[config.mk]
export PLATFORM = sky130hd
export DESIGN_NAME = probe_spike_device_detector
export DESIGN_NICKNAME = d
export VERILOG_FILES = /design/src/hw/rtl/psdd_pkg.sv /design/src/hw/rtl/psdd_dp.sv /design/src/hw/rtl/psdd_ctrl.sv /design/src/hw/rtl/probe_spike_device_detector.sv
export SDC_FILE = /design/constraint.sdc
export NUM_CORES = 2
export LEC_CHECK = 0
export BUFFER_PORTS_ARGS = -buffer_cell sky130_fd_sc_hd__clkbuf_2
export CAP_MARGIN = 20
export CELL_PAD_IN_SITES_DETAIL_PLACEMENT = 0
export CELL_PAD_IN_SITES_GLOBAL_PLACEMENT = 2
export CORE_MARGIN = 2
export CORE_UTILIZATION = 45
export DETAILED_ROUTE_END_ITERATION = 8
export PLACE_DENSITY_LB_ADDON = 0.1
export SYNTH_ARGS = -nofsm -noshare
export SYNTH_HDL_FRONTEND = slang
export SYNTH_SLANG_ARGS = --single-unit
[constraint.sdc]
create_clock -name clk_i -period 27.4 [get_ports clk_i]
set_clock_uncertainty 0.2 [all_clocks]
set_input_delay 5.48 -clock clk_i [delete_from_list [all_inputs] [get_ports clk_i]]
set_output_delay 5.48 -clock clk_i [all_outputs]
set_load 0.005 [all_outputs]
[src/hw/rtl/psdd_pkg.sv]
// Types, constants and codes of the probe spike device detector.
package psdd_pkg;

  localparam int unsigned MAX_DEVICES = 16;
  localparam int unsigned IDX_W = (MAX_DEVICES > 1) ? $clog2(MAX_DEVICES) : 1;
  localparam int unsigned CNT_W = $clog2(MAX_DEVICES + 1);
  localparam logic [15:0] CNT_MAX = 16'hFFFF;
  localparam int unsigned PROD_W = 48;
  localparam int unsigned STEP_W = $clog2(PROD_W + 1);
  localparam int unsigned IN_W = 64;
  localparam int unsigned OUT_W = 56;

  typedef enum logic [1:0] {
    CMD_RESET = 2'd0,
    CMD_START = 2'd1,
    CMD_PROBE = 2'd2,
    CMD_TICK  = 2'd3
  } cmd_e;

  typedef enum logic [1:0] {
    PH_IDLE   = 2'd0,
    PH_BASE   = 2'd1,
    PH_WATCH  = 2'd2,
    PH_RESULT = 2'd3
  } phase_e;

  typedef enum logic [1:0] {
    REG_BASELINE_MS = 2'd0,
    REG_WATCH_MS    = 2'd1,
    REG_MIN_SPIKE   = 2'd2
  } reg_e;

  typedef enum logic [2:0] {
    S_IDLE,
    S_DECODE,
    S_SCAN,
    S_MUL,
    S_DIV,
    S_EVAL,
    S_FIN,
    S_DONE
  } state_e;

  typedef struct packed {
    logic capture;
    logic clear_tbl;
    logic set_idle;
    logic set_base;
    logic to_watch;
    logic to_result;
    logic idx_clr;
    logic idx_inc;
    logic init_pick;
    logic bump;
    logic add_entry;
    logic set_drop;
    logic mul;
    logic div_step;
    logic eval;
    logic load_out;
  } dp_ctl_t;

  typedef struct packed {
    cmd_e   cmd;
    phase_e phase;
    logic   scan_end;
    logic   match;
    logic   full;
    logic   base_due;
    logic   watch_due;
    logic   div_done;
  } dp_sts_t;

endpackage

[src/hw/rtl/psdd_dp.sv]
// Datapath: device table, phase timing, divider and winner selection.
module psdd_dp (
  input  logic                     clk_i,
  input  logic                     rst_ni,
  input  logic [psdd_pkg::IN_W-1:0] in_data_i,
  input  logic [1:0]               in_cmd_i,
  input  logic                     cfg_valid_i,
  input  logic [1:0]               cfg_index_i,
  input  logic [31:0]              cfg_data_i,
  input  psdd_pkg::dp_ctl_t        ctl_i,
  output psdd_pkg::dp_sts_t        sts_o,
  output logic [psdd_pkg::OUT_W-1:0] out_data_o
);
  import psdd_pkg::*;

  logic [31:0] baseline_ms_q, watch_ms_q;
  logic [15:0] min_spike_q;

  cmd_e        cmd_q;
  logic [31:0] fp_q, now_q;
  phase_e      phase_q;
  logic [31:0] start_q;
  logic [CNT_W-1:0] count_q, idx_q;
  logic        drop_q;

  logic [31:0] tbl_fp [MAX_DEVICES];
  logic [15:0] tbl_bc [MAX_DEVICES];
  logic [15:0] tbl_wc [MAX_DEVICES];

  logic [PROD_W-1:0] prod_q;
  logic [31:0]       rem_q;
  logic [STEP_W-1:0] step_q;

  logic [15:0] best_q, best_wc_q;
  logic [31:0] best_fp_q;
  logic        win_q;
  logic [OUT_W-1:0] out_q;

  logic [IDX_W-1:0] ridx;
  logic [31:0]      rd_fp, elapsed;
  logic [15:0]      rd_bc, rd_wc;
  logic [32:0]      trial;
  logic             fits;
  logic [16:0]      expected;
  logic signed [17:0] spike;
  logic             better;

  assign ridx    = idx_q[IDX_W-1:0];
  assign rd_fp   = tbl_fp[ridx];
  assign rd_bc   = tbl_bc[ridx];
  assign rd_wc   = tbl_wc[ridx];
  assign elapsed = now_q - start_q;

  // one restoring division step: quotient bits shift into prod_q
  assign trial = {rem_q, prod_q[PROD_W-1]};
  assign fits  = trial >= {1'b0, baseline_ms_q};

  // expectation above 65536 already loses, so clamp it there
  always_comb begin
    if ((|prod_q[PROD_W-1:17]) || (prod_q[16] && (|prod_q[15:0]))) begin
      expected = 17'h10000;
    end else begin
      expected = prod_q[16:0];
    end
  end

  assign spike  = $signed({2'b00, rd_wc}) - $signed({1'b0, expected});
  assign better = spike > $signed({2'b00, best_q});

  always_comb begin
    sts_o.cmd       = cmd_q;
    sts_o.phase     = phase_q;
    sts_o.scan_end  = idx_q == count_q;
    sts_o.match     = rd_fp == fp_q;
    sts_o.full      = count_q == CNT_W'(MAX_DEVICES);
    sts_o.base_due  = elapsed >= baseline_ms_q;
    sts_o.watch_due = elapsed >= watch_ms_q;
    sts_o.div_done  = step_q == STEP_W'(PROD_W);
  end

  always_ff @(posedge clk_i or negedge rst_ni) begin
    if (!rst_ni) begin
      baseline_ms_q <= 32'd10000;
      watch_ms_q    <= 32'd10000;
      min_spike_q   <= 16'd3;
      cmd_q         <= CMD_RESET;
      phase_q       <= PH_IDLE;
      start_q       <= '0;
      count_q       <= '0;
      idx_q         <= '0;
      drop_q        <= 1'b0;
      win_q         <= 1'b0;
      best_q        <= '0;
      step_q        <= '0;
    end else begin
      if (cfg_valid_i) begin
        case (cfg_index_i)
          REG_BASELINE_MS: baseline_ms_q <= cfg_data_i;
          REG_WATCH_MS:    watch_ms_q    <= cfg_data_i;
          REG_MIN_SPIKE:   min_spike_q   <= cfg_data_i[15:0];
          default: ;
        endcase
      end
      if (ctl_i.capture) begin
        cmd_q  <= cmd_e'(in_cmd_i);
        drop_q <= 1'b0;
      end
      if (ctl_i.clear_tbl) begin
        count_q <= '0;
        win_q   <= 1'b0;
      end
      if (ctl_i.set_idle) begin
        phase_q <= PH_IDLE;
        start_q <= '0;
      end
      if (ctl_i.set_base) begin
        phase_q <= PH_BASE;
        start_q <= now_q;
      end
      if (ctl_i.to_watch) begin
        phase_q <= PH_WATCH;
        start_q <= now_q;
      end
      if (ctl_i.idx_clr) idx_q <= '0;
      if (ctl_i.idx_inc) idx_q <= idx_q + 1'b1;
      if (ctl_i.init_pick) begin
        idx_q  <= '0;
        best_q <= '0;
      end
      if (ctl_i.add_entry) count_q <= count_q + 1'b1;
      if (ctl_i.set_drop) drop_q <= 1'b1;
      if (ctl_i.mul) step_q <= '0;
      if (ctl_i.div_step) step_q <= step_q + 1'b1;
      if (ctl_i.eval && better) best_q <= spike[15:0];
      if (ctl_i.to_result) begin
        phase_q <= PH_RESULT;
        win_q   <= (best_q != '0) && (best_q >= min_spike_q);
      end
    end
  end

  // payload registers
  always_ff @(posedge clk_i) begin
    if (ctl_i.capture) begin
      fp_q  <= in_data_i[31:0];
      now_q <= in_data_i[63:32];
    end
    if (ctl_i.add_entry) begin
      tbl_fp[ridx] <= fp_q;
      tbl_bc[ridx] <= (phase_q == PH_BASE) ? 16'd1 : 16'd0;
      tbl_wc[ridx] <= (phase_q == PH_WATCH) ? 16'd1 : 16'd0;
    end
    if (ctl_i.bump) begin
      if (phase_q == PH_BASE) begin
        if (rd_bc != CNT_MAX) tbl_bc[ridx] <= rd_bc + 16'd1;
      end else begin
        if (rd_wc != CNT_MAX) tbl_wc[ridx] <= rd_wc + 16'd1;
      end
    end
    if (ctl_i.mul) begin
      prod_q <= PROD_W'({16'd0, rd_bc} * {16'd0, watch_ms_q});
      rem_q  <= '0;
    end
    if (ctl_i.div_step) begin
      prod_q <= {prod_q[PROD_W-2:0], fits};
      rem_q  <= fits ? 32'(trial - {1'b0, baseline_ms_q}) : trial[31:0];
    end
    if (ctl_i.eval && better) begin
      best_fp_q <= rd_fp;
      best_wc_q <= rd_wc;
    end
    if (ctl_i.load_out) begin
      out_q <= {3'b000, drop_q,
                win_q ? best_wc_q : 16'd0,
                win_q ? best_fp_q : 32'd0,
                (phase_q == PH_RESULT) && !win_q,
                phase_q == PH_RESULT,
                phase_q};
    end
  end

  assign out_data_o = out_q;

endmodule

[src/hw/rtl/psdd_ctrl.sv]
// Controller state machine: sequences each command through the datapath.
module psdd_ctrl (
  input  logic              clk_i,
  input  logic              rst_ni,
  input  logic              in_valid_i,
  output logic              in_ready_o,
  output logic              out_valid_o,
  input  logic              out_ready_i,
  input  psdd_pkg::dp_sts_t sts_i,
  output psdd_pkg::dp_ctl_t ctl_o
);
  import psdd_pkg::*;

  state_e state_q, state_d;
  logic   out_valid_q, out_valid_d;

  always_ff @(posedge clk_i or negedge rst_ni) begin
    if (!rst_ni) begin
      state_q     <= S_IDLE;
      out_valid_q <= 1'b0;
    end else begin
      state_q     <= state_d;
      out_valid_q <= out_valid_d;
    end
  end

  always_comb begin
    state_d     = state_q;
    ctl_o       = '0;
    out_valid_d = out_valid_q && !out_ready_i;
    in_ready_o  = state_q == S_IDLE;
    case (state_q)
      S_IDLE: begin
        if (in_valid_i) begin
          ctl_o.capture = 1'b1;
          state_d = S_DECODE;
        end
      end
      S_DECODE: begin
        state_d = S_DONE;
        case (sts_i.cmd)
          CMD_RESET: begin
            ctl_o.clear_tbl = 1'b1;
            ctl_o.set_idle  = 1'b1;
          end
          CMD_START: begin
            ctl_o.clear_tbl = 1'b1;
            ctl_o.set_base  = 1'b1;
          end
          CMD_PROBE: begin
            if (sts_i.phase == PH_BASE || sts_i.phase == PH_WATCH) begin
              ctl_o.idx_clr = 1'b1;
              state_d = S_SCAN;
            end
          end
          CMD_TICK: begin
            if (sts_i.phase == PH_BASE && sts_i.base_due) begin
              ctl_o.to_watch = 1'b1;
            end else if (sts_i.phase == PH_WATCH && sts_i.watch_due) begin
              ctl_o.init_pick = 1'b1;
              state_d = S_MUL;
            end
          end
          default: ;
        endcase
      end
      S_SCAN: begin
        if (sts_i.scan_end) begin
          if (sts_i.full) ctl_o.set_drop = 1'b1;
          else ctl_o.add_entry = 1'b1;
          state_d = S_DONE;
        end else if (sts_i.match) begin
          ctl_o.bump = 1'b1;
          state_d = S_DONE;
        end else begin
          ctl_o.idx_inc = 1'b1;
        end
      end
      S_MUL: begin
        if (sts_i.scan_end) begin
          state_d = S_FIN;
        end else begin
          ctl_o.mul = 1'b1;
          state_d = S_DIV;
        end
      end
      S_DIV: begin
        if (sts_i.div_done) state_d = S_EVAL;
        else ctl_o.div_step = 1'b1;
      end
      S_EVAL: begin
        ctl_o.eval    = 1'b1;
        ctl_o.idx_inc = 1'b1;
        state_d = S_MUL;
      end
      S_FIN: begin
        ctl_o.to_result = 1'b1;
        state_d = S_DONE;
      end
      S_DONE: begin
        if (!out_valid_q || out_ready_i) begin
          ctl_o.load_out = 1'b1;
          out_valid_d = 1'b1;
          state_d = S_IDLE;
        end
      end
      default: state_d = S_IDLE;
    endcase
  end

  assign out_valid_o = out_valid_q;

endmodule

[src/hw/rtl/probe_spike_device_detector.sv]
// Top level of the probe spike device detector.
// Each input word carries a command in s_axis_tuser (reset, start, probe, tick)
// and fingerprint/now_ms in s_axis_tdata; each accepted word yields exactly one
// output word holding the phase, result flags, winner and drop flag as they
// stand after the command. Reset, start and a tick that runs no winner pick go
// from decode straight to the output. A probe in the baseline or watch phase
// scans the table from entry 0 (one fingerprint compare a cycle, up to 16)
// until it matches an entry or reaches the end, where a new fingerprint is
// added or, with a full table, dropped. The tick that closes the watch phase
// runs the winner pick: per table entry one 16x32 multiply, a 48-step restoring
// divider and one compare. The output register lets a new word enter while the
// previous result still waits. Configuration writes are always taken.
module probe_spike_device_detector (
  input  logic        clk_i,
  input  logic        rst_ni,
  input  logic        s_axis_tvalid,
  output logic        s_axis_tready,
  input  logic [63:0] s_axis_tdata,   // fingerprint[31:0], now_ms[63:32]
  input  logic [1:0]  s_axis_tuser,   // cmd[1:0]
  output logic        m_axis_tvalid,
  input  logic        m_axis_tready,
  output logic [55:0] m_axis_tdata,   // phase[1:0], have_result[2], ambiguous[3],
                                      // winner_fingerprint[35:4], winner_probes[51:36],
                                      // probe_dropped[52], zero pad[55:53]
  input  logic        cfg_valid_i,
  output logic        cfg_ready_o,
  input  logic [1:0]  cfg_index_i,
  input  logic [31:0] cfg_data_i
);
  import psdd_pkg::*;

  dp_ctl_t ctl;
  dp_sts_t sts;

  // registers are plain flops: accept a write in any cycle
  assign cfg_ready_o = 1'b1;

  psdd_ctrl u_ctrl (
    .clk_i       (clk_i),
    .rst_ni      (rst_ni),
    .in_valid_i  (s_axis_tvalid),
    .in_ready_o  (s_axis_tready),
    .out_valid_o (m_axis_tvalid),
    .out_ready_i (m_axis_tready),
    .sts_i       (sts),
    .ctl_o       (ctl)
  );

  psdd_dp u_dp (
    .clk_i       (clk_i),
    .rst_ni      (rst_ni),
    .in_data_i   (s_axis_tdata),
    .in_cmd_i    (s_axis_tuser),
    .cfg_valid_i (cfg_valid_i),
    .cfg_index_i (cfg_index_i),
    .cfg_data_i  (cfg_data_i),
    .ctl_i       (ctl),
    .sts_o       (sts),
    .out_data_o  (m_axis_tdata)
  );

endmodule

# Word-level counts from Yosys, hierarchy flattened
# Memories as Yosys holds them, arrays and structs flattened.
# Cells that the tools add are included.
# totals
mem_bits_rw	1024
n_memories	3
input_bits	105
out_inout_bits	59
regBits	399
# classes
n_mul	1
n_lt_le_gt_ge	5
eq_ne	25
n_mux	85
n_addsub	8
n_reduce_logical	32
bitwise_logic	2
# mem_list
memory	words	word_bits	read_ports	rd_ports_with_merged_regs	write_ports	line	rtl
u_dp.tbl_fp	16	32	1	0	1	psdd_dp.sv:26	logic [31:0] tbl_fp [MAX_DEVICES];
u_dp.tbl_bc	16	16	1	0	1	psdd_dp.sv:27	logic [15:0] tbl_bc [MAX_DEVICES];
u_dp.tbl_wc	16	16	1	0	1	psdd_dp.sv:28	logic [15:0] tbl_wc [MAX_DEVICES];
# ops
operator	n
32-bit two-way mux	6
48-bit two-way mux	2
32-bit greater-or-equal comparator	2
16-bit two-way mux	4
32-bit subtractor	2
16-bit by 32-bit multiplier with 48-bit output	1
1-bit two-way mux	46
33-bit by 32-bit greater-or-equal comparator with 1-bit output	1
16-bit by 1-bit adder with 16-bit output (second input constant)	2
32-bit equality test	1
16-bit inequality test (second input constant)	2
31-bit OR reduction	1
3-bit two-way mux	9
5-bit two-way mux	5
3-bit one-hot mux with 8 select lines	1
18-bit by 17-bit greater-than comparator with 1-bit output	1
16-bit by 17-bit subtractor with 18-bit output	1
17-bit two-way mux	1
16-bit greater-or-equal comparator	1
16-bit nonzero test	1
16-bit OR reduction	1
3-bit equality test (second input constant)	4
2-bit two-way mux	6
6-bit two-way mux	2
27 further kinds	55

# Depth between registers and ports, before layout
# depth
ltp_word	10
mapped_depth	36
mapped_depth_nobuf	26

# By module
# From an unflattened synthesis, not the netlist that was laid out.
# hier_totals
cells_unflattened	5477
hier_area_um2	77648.2
# by_module_without_submodules
mod	n_inst	seq_area_each_um2	cells_per_inst	area_each_um2
psdd_dp	1	41875.2	5417	77206.5
psdd_ctrl	1	100.1	58	430.4
probe_spike_device_detector	1	0.0	2	11.3

# Worst setup path after synthesis
# Ideal clock, no wire load.
# synth_timing
path_kind	register -> register
startpoint	register u_dp.idx_q[0]
endpoint	register u_dp.prod_q[46] (data pin)
t_arrival_ns	8.583
t_required_ns	26.931
synth_period_minus_slack_ns	9.052
slack_ns	18.348
path_stages_with_launch	33
path_cell_list	dfrtp_1 buf_6 buf_6 buf_6 buf_4 buf_6 buf_6 buf_4 buf_4 mux4_2 mux4_2 clkbuf_1 nand2_1 fa_1 fa_1 fa_1 inv_1 fa_1 fa_1 inv_1 fa_1 inv_1 ha_1 a21o_1 a21o_1 a221oi_1 nand3_1 o221a_2 o21ai_0 o2111ai_1 a21oi_1 xor2_1 o21ai_0
# synth_between
elab_chain_cells	4
# synth_lines
element	line	rtl
start: declaration	psdd_dp.sv:23	logic [CNT_W-1:0] count_q, idx_q;
start signal: assignment	psdd_dp.sv:125	if (ctl_i.idx_inc) idx_q <= idx_q + 1'b1;
memory 16 x 16 bit	n/a	
16-bit by 32-bit multiplier with 48-bit output	psdd_dp.sv:161	prod_q <= PROD_W'({16'd0, rd_bc} * {16'd0, watch_ms_q});
48-bit two-way mux	psdd_dp.sv:160	if (ctl_i.mul) begin
48-bit two-way mux	psdd_dp.sv:164	if (ctl_i.div_step) begin
end signal: assignment	psdd_dp.sv:161	
end signal: assignment	psdd_dp.sv:165	prod_q <= {prod_q[PROD_W-2:0], fits};
end: declaration	psdd_dp.sv:30	logic [PROD_W-1:0] prod_q;
# Every way passes these cells. The select of a mux whose other input is x is not followed.
# A chain may end at the register's enable or synchronous reset.

# Worst setup path after layout
# layout_timing
startpoint	register u_dp.idx_q[0]
endpoint	register u_dp.prod_q[40] (data pin)
# Same word-level chain as after synthesis.

==> metrics.yaml <==
hold_violations: 0
final_nets: 6677
initial_utilization_pct: 45.15
synth_enable_flop_cells: 1269
cts_root_buf: "clkbuf_16"
wirelength_mm: 207.4
clkLatencyLatePin_ns: 0.82
slew_headroom_pct: 24.61
cts_sinks: 1423
fmax_mhz: 99.58
syn_area_mm2: 0.07822
worst_pin_slew_ns: 1.131
ys_types: 77
cts_buffers: 155
drive_gt1_share_pct: 15.72
cts_tree: "yes"
rsz0062_at_grt: "false"
grt_pass1_vias: 47770
htreeDepth: 4
synthArstFlopShare_pct: 10.82
die_h_um: 420.9
fp.dieW_um: 420.9
fin_crit_sh_pct: 36.65
syn_avg_cell_area_um2: 13.78
final_common_cell: "edfxtp_1"
timing.rr.start: "u_dp.idx_q[0]"
outcome: "completed"
num_vias: 45780
via_per_inst: 5.514
hold_ws_ns: 0.2781
postCtsSetupBuffers: 0
synthToLayoutAreaGrowth_pct: 11.50
setup_viol: 0
post_cts_resized: 0
ant_nets: 0
ys_seq_area_share_pct: 53.67
cp-end-kind: "flip-flop"
min_from: "u_dp.now_q[11]"
io_pins: 164
hold_path_class: "reg -> reg"
grt_start_max_net_pins: 108
routabilityCongestion: 0.8208
worst_r2r_path_depth: 23
final_util_pct: 50.34
r2r_slack_ns: 17.36
synthCells: 5676
ys_ff_latch: 1423
grt_pass1_wl_mm: 312.4
max_cap_violations: 0
grt-ovfl-total: 0
fin_setup_tns_ns: 0
crit_arrival_ns: 10.36
grtUsageTotal_pct: 23.66
dieArea_mm2: 0.1772
startpoint_type: "flip-flop"
final-max-slew-violation-count: 0
yosysWarnings: 0
crit_type: "reg -> reg"
coreArea_mm2: 0.1732
final_cell_mix: "edfxtp_1 (1269), inv_1 (649), nand2_1 (537)"
cts_hold_buf: 0
wire_per_inst_um: 24.98
rows: 153
dr.first_iter.drc_count: 3211
firstDrtPassIters: 7
path_clk_slew_ns: 0.06
regToRegEndpoint: "u_dp.prod_q[40]"
worst-path-max-fanout: 107
cp.required_ns: 27.72
io_buffers: 159
drc: 0
min_path_cells: 1
synth_ff_type: "edfxtp_1"
antenna_found_initial: 5
hold_path_end: "u_dp.start_q[11]"
post-route-min-period_ns: 10.04
dp_hpwl_mm: 135.4
max-clock-path-buffers: 3
==> Yosys cell counts (all sizes together) (16+ instances only) <==
library cell / instances / area [um^2]
a211oi: 26 / 195.2
a21o: 84 / 630.6
a21oi: 197 / 1042
a22o: 36 / 315.3
and2: 274 / 1714
and3: 34 / 212.7
buf: 104 / 698.2
clkbuf: 151 / 566.8
dfrtp: 142 / 3553
edfxtp: 1269 / 38110
fa: 421 / 8428
ha: 308 / 3854
inv: 652 / 2447
mux2: 69 / 777.0
mux2i: 106 / 1061
mux4: 269 / 6058
nand2: 537 / 2016
nand2b: 24 / 157.6
nand3: 58 / 290.3
nand4: 43 / 269.0
nor2: 206 / 775.8
nor2b: 26 / 162.7
nor3: 41 / 205.2
nor4: 23 / 143.9
o21a: 24 / 180.2
o21ai: 135 / 675.7
o21bai: 16 / 120.1
o31ai: 27 / 202.7
xnor2: 100 / 875.8
xor2: 74 / 648.1
==> flip-flops by register name (all words and copies together), names as in the netlist, 6 cells and up <==
| register | count |
|---|---|
| u_dp.best_fp_q | 32 |
| u_dp.baseline_ms_q | 32 |
| u_dp.best_q | 16 |
| u_dp.rem_q | 32 |
| u_dp.now_q | 32 |
| u_dp.tbl_wc | 256 |
| u_dp.start_q | 32 |
| u_dp.best_wc_q | 16 |
| u_dp.out_data_o | 53 |
| u_dp.watch_ms_q | 32 |
| u_dp.step_q | 6 |
| u_dp.min_spike_q | 16 |
| u_dp.tbl_fp | 512 |
| u_dp.prod_q | 48 |
| u_dp.fp_q | 32 |
| u_dp.tbl_bc | 256 |
==> area by class of cell <==
class,count,area (um^2)
Tap cell,2325,2909
Clock inverter,98,1234
Timing Repair Buffer,263,1623
Inverter,652,2450
Fill cell,15070,86040
Multi-Input combinational cell,3348,32930
Antenna cell,2,5.005
Clock buffer,190,4071
Sequential cell,1423,41990
==> worst max-delay path: stages, from the launching register on <==
cell	delay (ns)
dfrtp_4	0.97
buf_12	0.64
mux4_2	0.61
mux4_2	0.84
and2_1	0.35
fa_1	0.52
fa_1	0.46
fa_1	0.55
fa_1	0.55
fa_1	0.56
inv_1	0.06
fa_1	0.53
inv_1	0.04
ha_1	0.40
nand3_1	0.20
nor3_1	0.37
o2111ai_1	0.21
nand3_1	0.22
o221a_2	0.27
a211oi_1	0.08
a211oi_1	0.40
o221ai_1	0.22
mux2i_1	0.18
nand3_1	0.08
==> routing by layer <==
metal	global-route usage [%]	share of wire [%]	up-vias
met5	0	0	-
met4	7.314	3.1	0
met3	2.763	3.8	278
met2	40.90	51	941
met1	31.29	42	23990
li1	-	-	20570
==> per-stage QoR <==
stage,setup WS (ns),cell area [um^2],instances
finish,17.36,87210,8301
global route,16.73,87210,8299
CTS,17.30,87160,8295
detailed placement,17.38,81860,8007
global placement,17.40,81860,8007
floorplan,18.35,78220,5678
==> kinds of logic (layout without fill, tap and decap cells) <==
kind of cell	after synthesis	count (layout)	share of synthesized area, %
compound gates	669	669	5.615
xor+xnor	174	174	1.948
fa+ha+maj	729	729	15.70
buf+inv	907	1203	4.746
flops	1423	1423	53.67
mux	444	444	10.10
other cells	2	6	0.009602
simple gates	1328	1328	8.216
==> worst max path at each step <==
stage | from | endpoint | slack (ns)
2_1_floorplan | u_dp.idx_q[0] | u_dp.prod_q[46] | 18.35
3_3_place_gp | u_dp.idx_q[0] | u_dp.prod_q[46] | 17.40
3_5_place_dp | u_dp.idx_q[0] | u_dp.prod_q[40] | 17.38
4_1_cts | u_dp.idx_q[0] | u_dp.prod_q[46] | 17.30
5_1_grt | u_dp.idx_q[0] | u_dp.prod_q[45] | 16.73
6_report | u_dp.idx_q[0] | u_dp.prod_q[40] | 17.36
Power is not shown: default switching activity piles up to over one toggle a cycle in this logic, so the estimate is an artifact.
